`config.mk`:
```
export PLATFORM = sky130hd
export DESIGN_NAME = pcx_rle_line_decoder_core_flat
export DESIGN_NICKNAME = d
export VERILOG_FILES = /design/src/pcxrle_pkg.sv /design/src/pcxrle_byte_if.sv /design/src/pcxrle_pix_if.sv /design/src/pcx_rle_line_decoder_core.sv /design/src/pcxrle_ctrl.sv /design/src/pcxrle_dp.sv /design/src/flat_wrapper.sv
export SDC_FILE = /design/constraint.sdc
export NUM_CORES = 1
export LEC_CHECK = 0
export ABC_AREA = 1
export BUFFER_PORTS_ARGS = -buffer_cell sky130_fd_sc_hd__buf_2
export CAP_MARGIN = 20
export CORE_UTILIZATION = 35
export CTS_CLUSTER_SIZE = 12
export DETAILED_ROUTE_END_ITERATION = 6
export MAX_ROUTING_LAYER = met4
export PLACE_DENSITY = 0.52
export SYNTH_ARGS = -nofsm -noshare
export SYNTH_HDL_FRONTEND = slang
export SYNTH_SLANG_ARGS = --single-unit
```
`constraint.sdc`:
```
create_clock -name clk -period 7.3 [get_ports clk]
set_clock_uncertainty 0.1 [all_clocks]
set_input_delay 0.73 -clock clk [delete_from_list [all_inputs] [get_ports clk]]
set_output_delay 0.73 -clock clk [all_outputs]
set_load 0.005 [all_outputs]
```
`src/pcxrle_pkg.sv`:
```
`timescale 1ns / 1ps
`default_nettype none
// -----------------------------------------------------------------------------
// pcxrle_pkg
// Shared types and constants of the PCX run-length line decoder.
// -----------------------------------------------------------------------------
package pcxrle_pkg;

    localparam int unsigned BYTE_W   = 8;
    localparam int unsigned REG_W    = 16;
    localparam int unsigned CNT_W    = 6;
    localparam int unsigned CFG_IDX_W = 2;

    // Bytes above this value are count bytes
    localparam logic [BYTE_W-1:0] RUN_BASE = 8'd192;

    // Configuration register indexes
    localparam logic [CFG_IDX_W-1:0] REG_LINE_LENGTH = 2'd0;
    localparam logic [CFG_IDX_W-1:0] REG_IMAGE_WIDTH = 2'd1;

    localparam logic [REG_W-1:0] LINE_LENGTH_RESET = 16'd1;
    localparam logic [REG_W-1:0] IMAGE_WIDTH_RESET = 16'd1;

    // Commands from the controller to the datapath
    typedef struct packed {
        logic load_count;   // capture run length from a count byte
        logic emit_lit;     // emit the input byte as a single pixel
        logic emit_first;   // emit the first pixel of a run from the input byte
        logic emit_run;     // emit a further pixel of a run from the held byte
        logic emit_err;     // emit an overrun error result
    } pcxrle_cmd_t;

    // Status from the datapath to the controller
    typedef struct packed {
        logic is_count;     // input byte is a count byte
        logic run_one;      // one pixel of the run is left
        logic too_long;     // pending run exceeds the bytes left in the line
        logic slot_free;    // output register can take a result this cycle
    } pcxrle_sts_t;

endpackage
`default_nettype wire

```
`src/pcxrle_byte_if.sv`:
```
`timescale 1ns / 1ps
`default_nettype none
// -----------------------------------------------------------------------------
// pcxrle_byte_if
// Valid/ready channel carrying one encoded stream byte per transaction.
// -----------------------------------------------------------------------------
interface pcxrle_byte_if;
    import pcxrle_pkg::*;

    logic              valid;
    logic              ready;
    logic [BYTE_W-1:0] stream_byte;

    modport source (output valid, output stream_byte, input ready);
    modport sink   (input valid, input stream_byte, output ready);

endinterface
`default_nettype wire

```
`src/pcxrle_pix_if.sv`:
```
`timescale 1ns / 1ps
`default_nettype none
// -----------------------------------------------------------------------------
// pcxrle_pix_if
// Valid/ready channel carrying one decoded pixel result per transaction.
// -----------------------------------------------------------------------------
interface pcxrle_pix_if;
    import pcxrle_pkg::*;

    logic              valid;
    logic              ready;
    logic [BYTE_W-1:0] pixel;
    logic              keep;
    logic              line_end;
    logic              run_last;
    logic              overrun;

    modport source (output valid, output pixel, output keep, output line_end,
                    output run_last, output overrun, input ready);
    modport sink   (input valid, input pixel, input keep, input line_end,
                    input run_last, input overrun, output ready);

endinterface
`default_nettype wire

```
`src/pcx_rle_line_decoder_core.sv`:
```
`timescale 1ns / 1ps
`default_nettype none
// Timing: a literal or error byte's result is registered; it shows the next cycle.
// Throughput: one pixel per cycle while the output is free; a count byte yields
// no result; a value byte blocks input until its run is out (run counter, one
// output register). Sustained: one literal byte per cycle while the output is free.
// Reset: rst_n is asynchronous, active low; it clears control state and sets
// both configuration registers to 1. No memory, no clearing pass.
// -----------------------------------------------------------------------------
// pcx_rle_line_decoder_core
// PCX run-length scan-line decoder: expands count/value pairs into pixels,
// tags column keep and line end, and flags a sticky overrun error.
// -----------------------------------------------------------------------------
module pcx_rle_line_decoder_core
    import pcxrle_pkg::*;
(
    input  wire logic                 clk,
    input  wire logic                 rst_n,
    input  wire logic                 cfg_we,
    input  wire logic [CFG_IDX_W-1:0] cfg_index,
    input  wire logic [REG_W-1:0]     cfg_wdata,
    pcxrle_byte_if.sink               encoded,
    pcxrle_pix_if.source              decoded
);

    pcxrle_cmd_t cmd;
    pcxrle_sts_t sts;
    logic        in_ready;

    // Controller: owns the awaiting-value flag, the sticky error and the run state.
    pcxrle_ctrl u_ctrl (
        .clk      (clk),
        .rst_n    (rst_n),
        .in_valid (encoded.valid),
        .in_ready (in_ready),
        .sts      (sts),
        .cmd      (cmd)
    );

    assign encoded.ready = in_ready;

    // Datapath: holds configuration, column, run counter and the output register.
    pcxrle_dp u_dp (
        .clk          (clk),
        .rst_n        (rst_n),
        .cfg_we       (cfg_we),
        .cfg_index    (cfg_index),
        .cfg_wdata    (cfg_wdata),
        .in_byte      (encoded.stream_byte),
        .cmd          (cmd),
        .sts          (sts),
        .out_valid    (decoded.valid),
        .out_ready    (decoded.ready),
        .out_pixel    (decoded.pixel),
        .out_keep     (decoded.keep),
        .out_line_end (decoded.line_end),
        .out_run_last (decoded.run_last),
        .out_overrun  (decoded.overrun)
    );

    // At most one result source drives the output register per cycle.
    a_one_emit: assert property (@(posedge clk) disable iff (!rst_n)
        $onehot0({cmd.emit_lit, cmd.emit_first, cmd.emit_run, cmd.emit_err}))
        else $error("more than one emit command in a cycle");

    // A result is only loaded when the output register has room.
    a_emit_room: assert property (@(posedge clk) disable iff (!rst_n)
        (cmd.emit_lit || cmd.emit_first || cmd.emit_run || cmd.emit_err)
        |-> sts.slot_free)
        else $error("result loaded into an occupied output register");

    // No input transaction while a run is still expanding.
    a_run_blocks_input: assert property (@(posedge clk) disable iff (!rst_n)
        cmd.emit_run |-> !encoded.ready)
        else $error("input accepted during a run");

    // An error result is always a zero, final, dropped pixel.
    a_err_shape: assert property (@(posedge clk) disable iff (!rst_n)
        (decoded.valid && decoded.overrun)
        |-> (decoded.run_last && !decoded.keep && !decoded.line_end
             && (decoded.pixel == '0)))
        else $error("malformed overrun result");

endmodule
`default_nettype wire

```
`src/pcxrle_ctrl.sv`:
```
`timescale 1ns / 1ps
`default_nettype none
// -----------------------------------------------------------------------------
// pcxrle_ctrl
// Decoder sequencer: classifies input bytes, steps runs, tracks sticky error.
// -----------------------------------------------------------------------------
module pcxrle_ctrl
    import pcxrle_pkg::*;
(
    input  wire logic        clk,
    input  wire logic        rst_n,
    input  wire logic        in_valid,
    output      logic        in_ready,
    input  wire pcxrle_sts_t sts,
    output      pcxrle_cmd_t cmd
);

    typedef enum logic {
        ST_IDLE,
        ST_RUN
    } state_t;

    state_t state_reg, state_next;
    logic   await_reg, await_next;
    logic   err_reg,   err_next;
    logic   accept;

    assign in_ready = (state_reg == ST_IDLE) && sts.slot_free;
    assign accept   = in_valid && in_ready;

    always_comb
    begin
        state_next = state_reg;
        await_next = await_reg;
        err_next   = err_reg;
        cmd        = '0;
        case (state_reg)
            ST_IDLE:
            begin
                if (accept)
                begin
                    if (err_reg)
                    begin
                        cmd.emit_err = 1'b1;
                    end
                    else if (await_reg)
                    begin
                        await_next = 1'b0;
                        if (sts.too_long)
                        begin
                            cmd.emit_err = 1'b1;
                            err_next     = 1'b1;
                        end
                        else
                        begin
                            cmd.emit_first = 1'b1;
                            if (!sts.run_one)
                            begin
                                state_next = ST_RUN;
                            end
                        end
                    end
                    else if (sts.is_count)
                    begin
                        cmd.load_count = 1'b1;
                        await_next     = 1'b1;
                    end
                    else
                    begin
                        cmd.emit_lit = 1'b1;
                    end
                end
            end
            ST_RUN:
            begin
                // advance one pixel whenever the output register has room
                if (sts.slot_free)
                begin
                    cmd.emit_run = 1'b1;
                    if (sts.run_one)
                    begin
                        state_next = ST_IDLE;
                    end
                end
            end
            default:
            begin
                state_next = ST_IDLE;
            end
        endcase
    end

    always_ff @(posedge clk or negedge rst_n)
    begin
        if (!rst_n)
        begin
            state_reg <= ST_IDLE;
            await_reg <= 1'b0;
            err_reg   <= 1'b0;
        end
        else
        begin
            state_reg <= state_next;
            await_reg <= await_next;
            err_reg   <= err_next;
        end
    end

endmodule
`default_nettype wire

```
`src/pcxrle_dp.sv`:
```
`timescale 1ns / 1ps
`default_nettype none
// -----------------------------------------------------------------------------
// pcxrle_dp
// Decoder datapath: configuration, run counter, column tracking, output stage.
// -----------------------------------------------------------------------------
module pcxrle_dp
    import pcxrle_pkg::*;
(
    input  wire logic                 clk,
    input  wire logic                 rst_n,
    input  wire logic                 cfg_we,
    input  wire logic [CFG_IDX_W-1:0] cfg_index,
    input  wire logic [REG_W-1:0]     cfg_wdata,
    input  wire logic [BYTE_W-1:0]    in_byte,
    input  wire pcxrle_cmd_t          cmd,
    output      pcxrle_sts_t          sts,
    output      logic                 out_valid,
    input  wire logic                 out_ready,
    output      logic [BYTE_W-1:0]    out_pixel,
    output      logic                 out_keep,
    output      logic                 out_line_end,
    output      logic                 out_run_last,
    output      logic                 out_overrun
);

    logic [REG_W-1:0]  line_length_reg;
    logic [REG_W-1:0]  image_width_reg;
    logic [REG_W-1:0]  column_reg, column_next;
    logic [CNT_W-1:0]  cnt_reg, cnt_next;
    logic [BYTE_W-1:0] hold_reg;
    logic              out_valid_reg;
    logic [BYTE_W-1:0] pixel_reg;
    logic              keep_reg, line_end_reg, run_last_reg, overrun_reg;

    logic [REG_W:0]    line_size;
    logic [REG_W:0]    remain;
    logic [REG_W:0]    col_inc;
    logic              at_end;
    logic              emit_pix;
    logic              emit_any;
    logic              len_write;

    // zero line length stands for a full 64Ki line
    assign line_size = (line_length_reg == '0) ? {1'b1, {REG_W{1'b0}}}
                                               : {1'b0, line_length_reg};
    assign remain    = line_size - {1'b0, column_reg};
    assign col_inc   = {1'b0, column_reg} + {{REG_W{1'b0}}, 1'b1};
    assign at_end    = (col_inc == line_size);

    assign emit_pix  = cmd.emit_lit || cmd.emit_first || cmd.emit_run;
    assign emit_any  = emit_pix || cmd.emit_err;
    assign len_write = cfg_we && (cfg_index == REG_LINE_LENGTH);

    assign sts.is_count  = (in_byte > RUN_BASE);
    assign sts.run_one   = (cnt_reg == {{(CNT_W-1){1'b0}}, 1'b1});
    assign sts.too_long  = ({{(REG_W+1-CNT_W){1'b0}}, cnt_reg} > remain);
    assign sts.slot_free = !out_valid_reg || out_ready;

    always_comb
    begin
        column_next = column_reg;
        if (len_write)
        begin
            column_next = '0;
        end
        else if (emit_pix)
        begin
            column_next = at_end ? '0 : col_inc[REG_W-1:0];
        end
    end

    always_comb
    begin
        cnt_next = cnt_reg;
        if (cmd.load_count)
        begin
            // count byte minus the base is its low six bits
            cnt_next = in_byte[CNT_W-1:0];
        end
        else if (cmd.emit_first || cmd.emit_run)
        begin
            cnt_next = cnt_reg - {{(CNT_W-1){1'b0}}, 1'b1};
        end
        else if (cmd.emit_err)
        begin
            cnt_next = '0;
        end
    end

    always_ff @(posedge clk or negedge rst_n)
    begin
        if (!rst_n)
        begin
            line_length_reg <= LINE_LENGTH_RESET;
            image_width_reg <= IMAGE_WIDTH_RESET;
            column_reg      <= '0;
            cnt_reg         <= '0;
            out_valid_reg   <= 1'b0;
        end
        else
        begin
            if (len_write)
            begin
                line_length_reg <= cfg_wdata;
            end
            if (cfg_we && (cfg_index == REG_IMAGE_WIDTH))
            begin
                image_width_reg <= cfg_wdata;
            end
            column_reg <= column_next;
            cnt_reg    <= cnt_next;
            if (emit_any)
            begin
                out_valid_reg <= 1'b1;
            end
            else if (out_ready)
            begin
                out_valid_reg <= 1'b0;
            end
        end
    end

    // payload registers
    always_ff @(posedge clk)
    begin
        if (cmd.emit_first)
        begin
            hold_reg <= in_byte;
        end
        if (cmd.emit_err)
        begin
            pixel_reg    <= '0;
            keep_reg     <= 1'b0;
            line_end_reg <= 1'b0;
            run_last_reg <= 1'b1;
            overrun_reg  <= 1'b1;
        end
        else if (emit_pix)
        begin
            pixel_reg    <= cmd.emit_run ? hold_reg : in_byte;
            keep_reg     <= (column_reg < image_width_reg);
            line_end_reg <= at_end;
            run_last_reg <= cmd.emit_lit || sts.run_one;
            overrun_reg  <= 1'b0;
        end
    end

    assign out_valid    = out_valid_reg;
    assign out_pixel    = pixel_reg;
    assign out_keep     = keep_reg;
    assign out_line_end = line_end_reg;
    assign out_run_last = run_last_reg;
    assign out_overrun  = overrun_reg;

endmodule
`default_nettype wire
```
`src/flat_wrapper.sv`:
```
// flat-port wrapper written by rule: the top's interface ports become plain ports
module pcx_rle_line_decoder_core_flat import pcxrle_pkg::*;
  (clk, rst_n, cfg_we, cfg_index, cfg_wdata, encoded_valid, encoded_stream_byte, encoded_ready, decoded_valid, decoded_pixel, decoded_keep, decoded_line_end, decoded_run_last, decoded_overrun, decoded_ready);
  pcxrle_byte_if encoded_i ();
  pcxrle_pix_if decoded_i ();
  input  wire logic clk;
  input  wire logic rst_n;
  input  wire logic cfg_we;
  input  wire logic [CFG_IDX_W-1:0] cfg_index;
  input  wire logic [REG_W-1:0] cfg_wdata;
  input wire logic [$bits(encoded_i.valid)-1:0] encoded_valid;
  input wire logic [$bits(encoded_i.stream_byte)-1:0] encoded_stream_byte;
  output wire logic [$bits(encoded_i.ready)-1:0] encoded_ready;
  output wire logic [$bits(decoded_i.valid)-1:0] decoded_valid;
  output wire logic [$bits(decoded_i.pixel)-1:0] decoded_pixel;
  output wire logic [$bits(decoded_i.keep)-1:0] decoded_keep;
  output wire logic [$bits(decoded_i.line_end)-1:0] decoded_line_end;
  output wire logic [$bits(decoded_i.run_last)-1:0] decoded_run_last;
  output wire logic [$bits(decoded_i.overrun)-1:0] decoded_overrun;
  input wire logic [$bits(decoded_i.ready)-1:0] decoded_ready;
  assign encoded_i.valid = encoded_valid;
  assign encoded_i.stream_byte = encoded_stream_byte;
  assign encoded_ready = encoded_i.ready;
  assign decoded_valid = decoded_i.valid;
  assign decoded_pixel = decoded_i.pixel;
  assign decoded_keep = decoded_i.keep;
  assign decoded_line_end = decoded_i.line_end;
  assign decoded_run_last = decoded_i.run_last;
  assign decoded_overrun = decoded_i.overrun;
  assign decoded_i.ready = decoded_ready;
  pcx_rle_line_decoder_core u_core (.clk(clk), .rst_n(rst_n), .cfg_we(cfg_we), .cfg_index(cfg_index), .cfg_wdata(cfg_wdata), .encoded(encoded_i), .decoded(decoded_i));
endmodule
```
==> results.json <==
{
  "netlist_area_mm2": 0.005579,
  "synth-async-reset-ratio_pct": 74.36,
  "postCtsSetupBuffers": 0,
  "final_cell_mix": "240 x nand2_1, 105 x nor2_1, 104 x inv_1, 61 x nand3_1, 56 x dfrtp_1",
  "grt_pass1_vias": 4743,
  "min_from": "u_core.u_dp.out_overrun",
  "antenna_found_initial": 0,
  "reg2reg_depth": 25,
  "r2r-end": "u_core.u_dp.column_reg[3]",
  "avgSynthCellArea_um2": 6.763,
  "final_common_cell": "nand2_1",
  "fp.dieW_um": 128.3,
  "fill_cells": 1671,
  "holdWs_ns": 0.3409,
  "start_kind": "flip-flop",
  "syn_inst": 825,
  "dp_hpwl_mm": 11.25,
  "hold_end": "u_core.u_dp.out_overrun",
  "start_util_pct": 36.30,
  "setup-tns-final_ns": 0,
  "synth_nets": 894,
  "slew_violations": 0,
  "synth_area_leaders": "dfrtp_1 25%, nand2_1 16%, ha_1 8.3%, nor2_1 7.1%, inv_1 7.0%",
  "stdcell_count": 1071,
  "core_mm2": 0.01537,
  "power.share.sequential_pct": 32.0,
  "hold_viol_final": 0,
  "drt_first_pass_iters": 5,
  "rows": 45,
  "run_status": "completed",
  "path_class": "reg2reg",
  "tightest_slew_ns": 0.8223,
  "place_area_mm2": 0.005951,
  "seq_area_mm2": 0.001934,
  "synth_fa_ha_area_share_pct": 8.657,
  "fin_crit_sh_pct": 55.85,
  "ys_types": 40,
  "p_int_mw": 1.129,
  "leakage_nw": 3.319,
  "io_pins": 45,
  "max_freq_mhz": 245.3,
  "required_ns": 7.48,
  "period_needed_ns": 4.077,
  "synth-simple-area-share_pct": 34.78,
  "p_switching_uw": 811.4,
  "ys_ff_latch": 78,
  "synth_warnings": 0,
  "grt_overflow": 0,
  "synth_edf_count": 8,
  "synth_top_family_by_area": "simple AND/OR/NAND/NOR gates",
  "portBuffers": 44,
  "grt_max_degree": 59,
  "synth_xor_area_share_pct": 3.297,
  "drtIter0Drc": 267,
  "dpl.cell_count": 1054,
  "worst_skew_pair.late_latency_ns": 0.35,
  "num_antenna_cells": 0,
  "cts_max_level": 3,
  "gp_congestion": 0.8759,
  "synth_compound_area_share_pct": 8.365,
  "ant_nets": 0,
  "layout-drive-gt1-share_pct": 10.58,
  "synthFlopType": "dfrtp_1",
  "hold_path.class": "reg2reg",
  "nNetsFinal": 924,
  "synth_top_cell_by_area": "dfrtp_1",
  "worstPathArrival_ns": 4.26,
  "cts-buffers-inserted": 9,
  "cpMostUsedCell": "nand2_1",
  "clk_path_buf_depth": 2,
  "critPathMaxStageDelay_ns": 0.51,
  "slew_headroom_pct": 45.18,
  "sw_frac_of_total_pct": 41.82,
  "hold_depth": 2,
  "grt_usage_pct": 19.23,
  "power_per_cell_area_mw_per_mm2": 309.1,
  "multi_input_area_mm2": 0.003097,
  "clkTransAtPathRegs_ns": 0.07,
  "cts-root-buf": "clkbuf_16",
  "fin_area_mm2": 0.006276,
  "synth_mux_area_share_pct": 0.3588,
  "holdBufCountCts": 0,
  "vias": 5049,
  "drt-total-wl_mm": 14.43,
  "clkPwrFrac_pct": 24.8,
  "rsz0062_at_grt": "no",
  "cts_tree": "done",
  "grt_first_pass_wirelength_mm": 23.83,
  "reg2reg_from": "u_core.u_dp.line_length_reg[0]",
  "ctsResizeCount": 0,
  "drc": 0,
  "combPwrFrac_pct": 43.2,
  "seq_area_frac_synth_pct": 34.67,
  "critPathMaxFanout": 38,
  "die_h_um": 128.3,
  "die_area_mm2": 0.01645,
  "ir_drop_v": 0.0001204,
  "maxCapViolCount": 0,
  "r2r_setup_slack_ns": 3.22,
  "cp_slowest_cell": "dfstp_2",
  "vias_per_cell": 4.714,
  "avgRoutedWirePerCell_um": 13.47,
  "clock-sinks": 78,
  "setup-violations-final": 0,
  "critPathCaptureType": "flip-flop",
  "yosys.area.top_type_share_pct": 25.12,
  "area_growth_pct": 12.49
}
==> logic make-up (layout without fill, tap and decap cells) <==
kind of cell | count (synthesis) | in the layout
compound gates | 88 | 88
xor+xnor | 21 | 21
fa+ha+maj | 38 | 38
buf+inv | 140 | 175
flops | 78 | 78
mux | 2 | 2
simple gates | 458 | 458
==> worst max-delay path by stage <==
| stage | startpoint | to | slack [ns] | cells after the start |
|---|---|---|---|---|
| final | u_core.u_dp.line_length_reg[0] | u_core.u_dp.column_reg[3] | 3.22 | 25 |
| after global routing | u_core.u_dp.line_length_reg[0] | u_core.u_dp.column_reg[2] | 2.70 | 25 |
| after CTS | u_core.u_dp.line_length_reg[0] | u_core.u_dp.column_reg[3] | 3.18 | 25 |
| after detailed placement | u_core.u_dp.line_length_reg[0] | u_core.u_dp.column_reg[3] | 3.19 | 25 |
| after global placement | u_core.u_dp.line_length_reg[0] | u_core.u_dp.column_reg[14] | 3.27 | 25 |
| after floorplan | u_core.u_dp.line_length_reg[0] | u_core.u_dp.column_reg[0] | 3.93 | 26 |
==> Yosys cell counts (5+ instances only) <==
| library cell | n |
|---|---|
| nor2_1 | 106 |
| nand2_2 | 8 |
| nand4_1 | 20 |
| edfxtp_1 | 8 |
| xor2_1 | 18 |
| clkbuf_1 | 20 |
| inv_2 | 7 |
| inv_1 | 104 |
| o21ai_0 | 34 |
| ha_1 | 37 |
| dfxtp_1 | 12 |
| nand3_1 | 61 |
| nor3_1 | 9 |
| nand2_1 | 240 |
| buf_2 | 5 |
| a21oi_1 | 41 |
| dfrtp_1 | 56 |
==> critical path: cells and delay by family, from the launching register on <==
kind	cells	cell delay, ns
buf+inv	2	0.17
xor+xnor	1	0.16
fa+ha+maj	3	0.94
simple gates	18	2.01
compound gates	1	0.10
flops	1	0.51
==> area by class of cell <==
type	instances	share of cell area (%)
multi-input cells	607	49.34
well taps	211	4.207
clock buffers	10	3.808
clock inverters	6	1.196
flip-flops and latches	78	30.82
repair buffers	47	3.927
inverters	112	6.699
==> routing by layer <==
metal  global-route usage [%]  wire length, µm
met4                    5.813              195
met3                    2.379              416
met2                    28.46             6101
met5                        -                0
met1                    27.26             7717
==> power groups by stage <==
stage	Combinational [mW]	Sequential [mW]	Clock, mW
after detailed placement	0.844	0.629	0
after global placement	0.841	0.627	0
after floorplan	0.661	0.607	0
after CTS	0.846	0.621	0.493
after global routing	0.979	0.634	0.510
final	0.839	0.621	0.480
==> through the flow <==
step	total power, mW	utilization, %	setup slack, ns
floorplan	1.268	-	3.933
global placement	1.468	38.71	3.272
CTS	1.960	40.76	3.178
global route	2.123	40.83	2.697
detailed placement	1.473	38.71	3.186
finish	1.940	40.83	3.223
(Power assumes the default switching activity.)
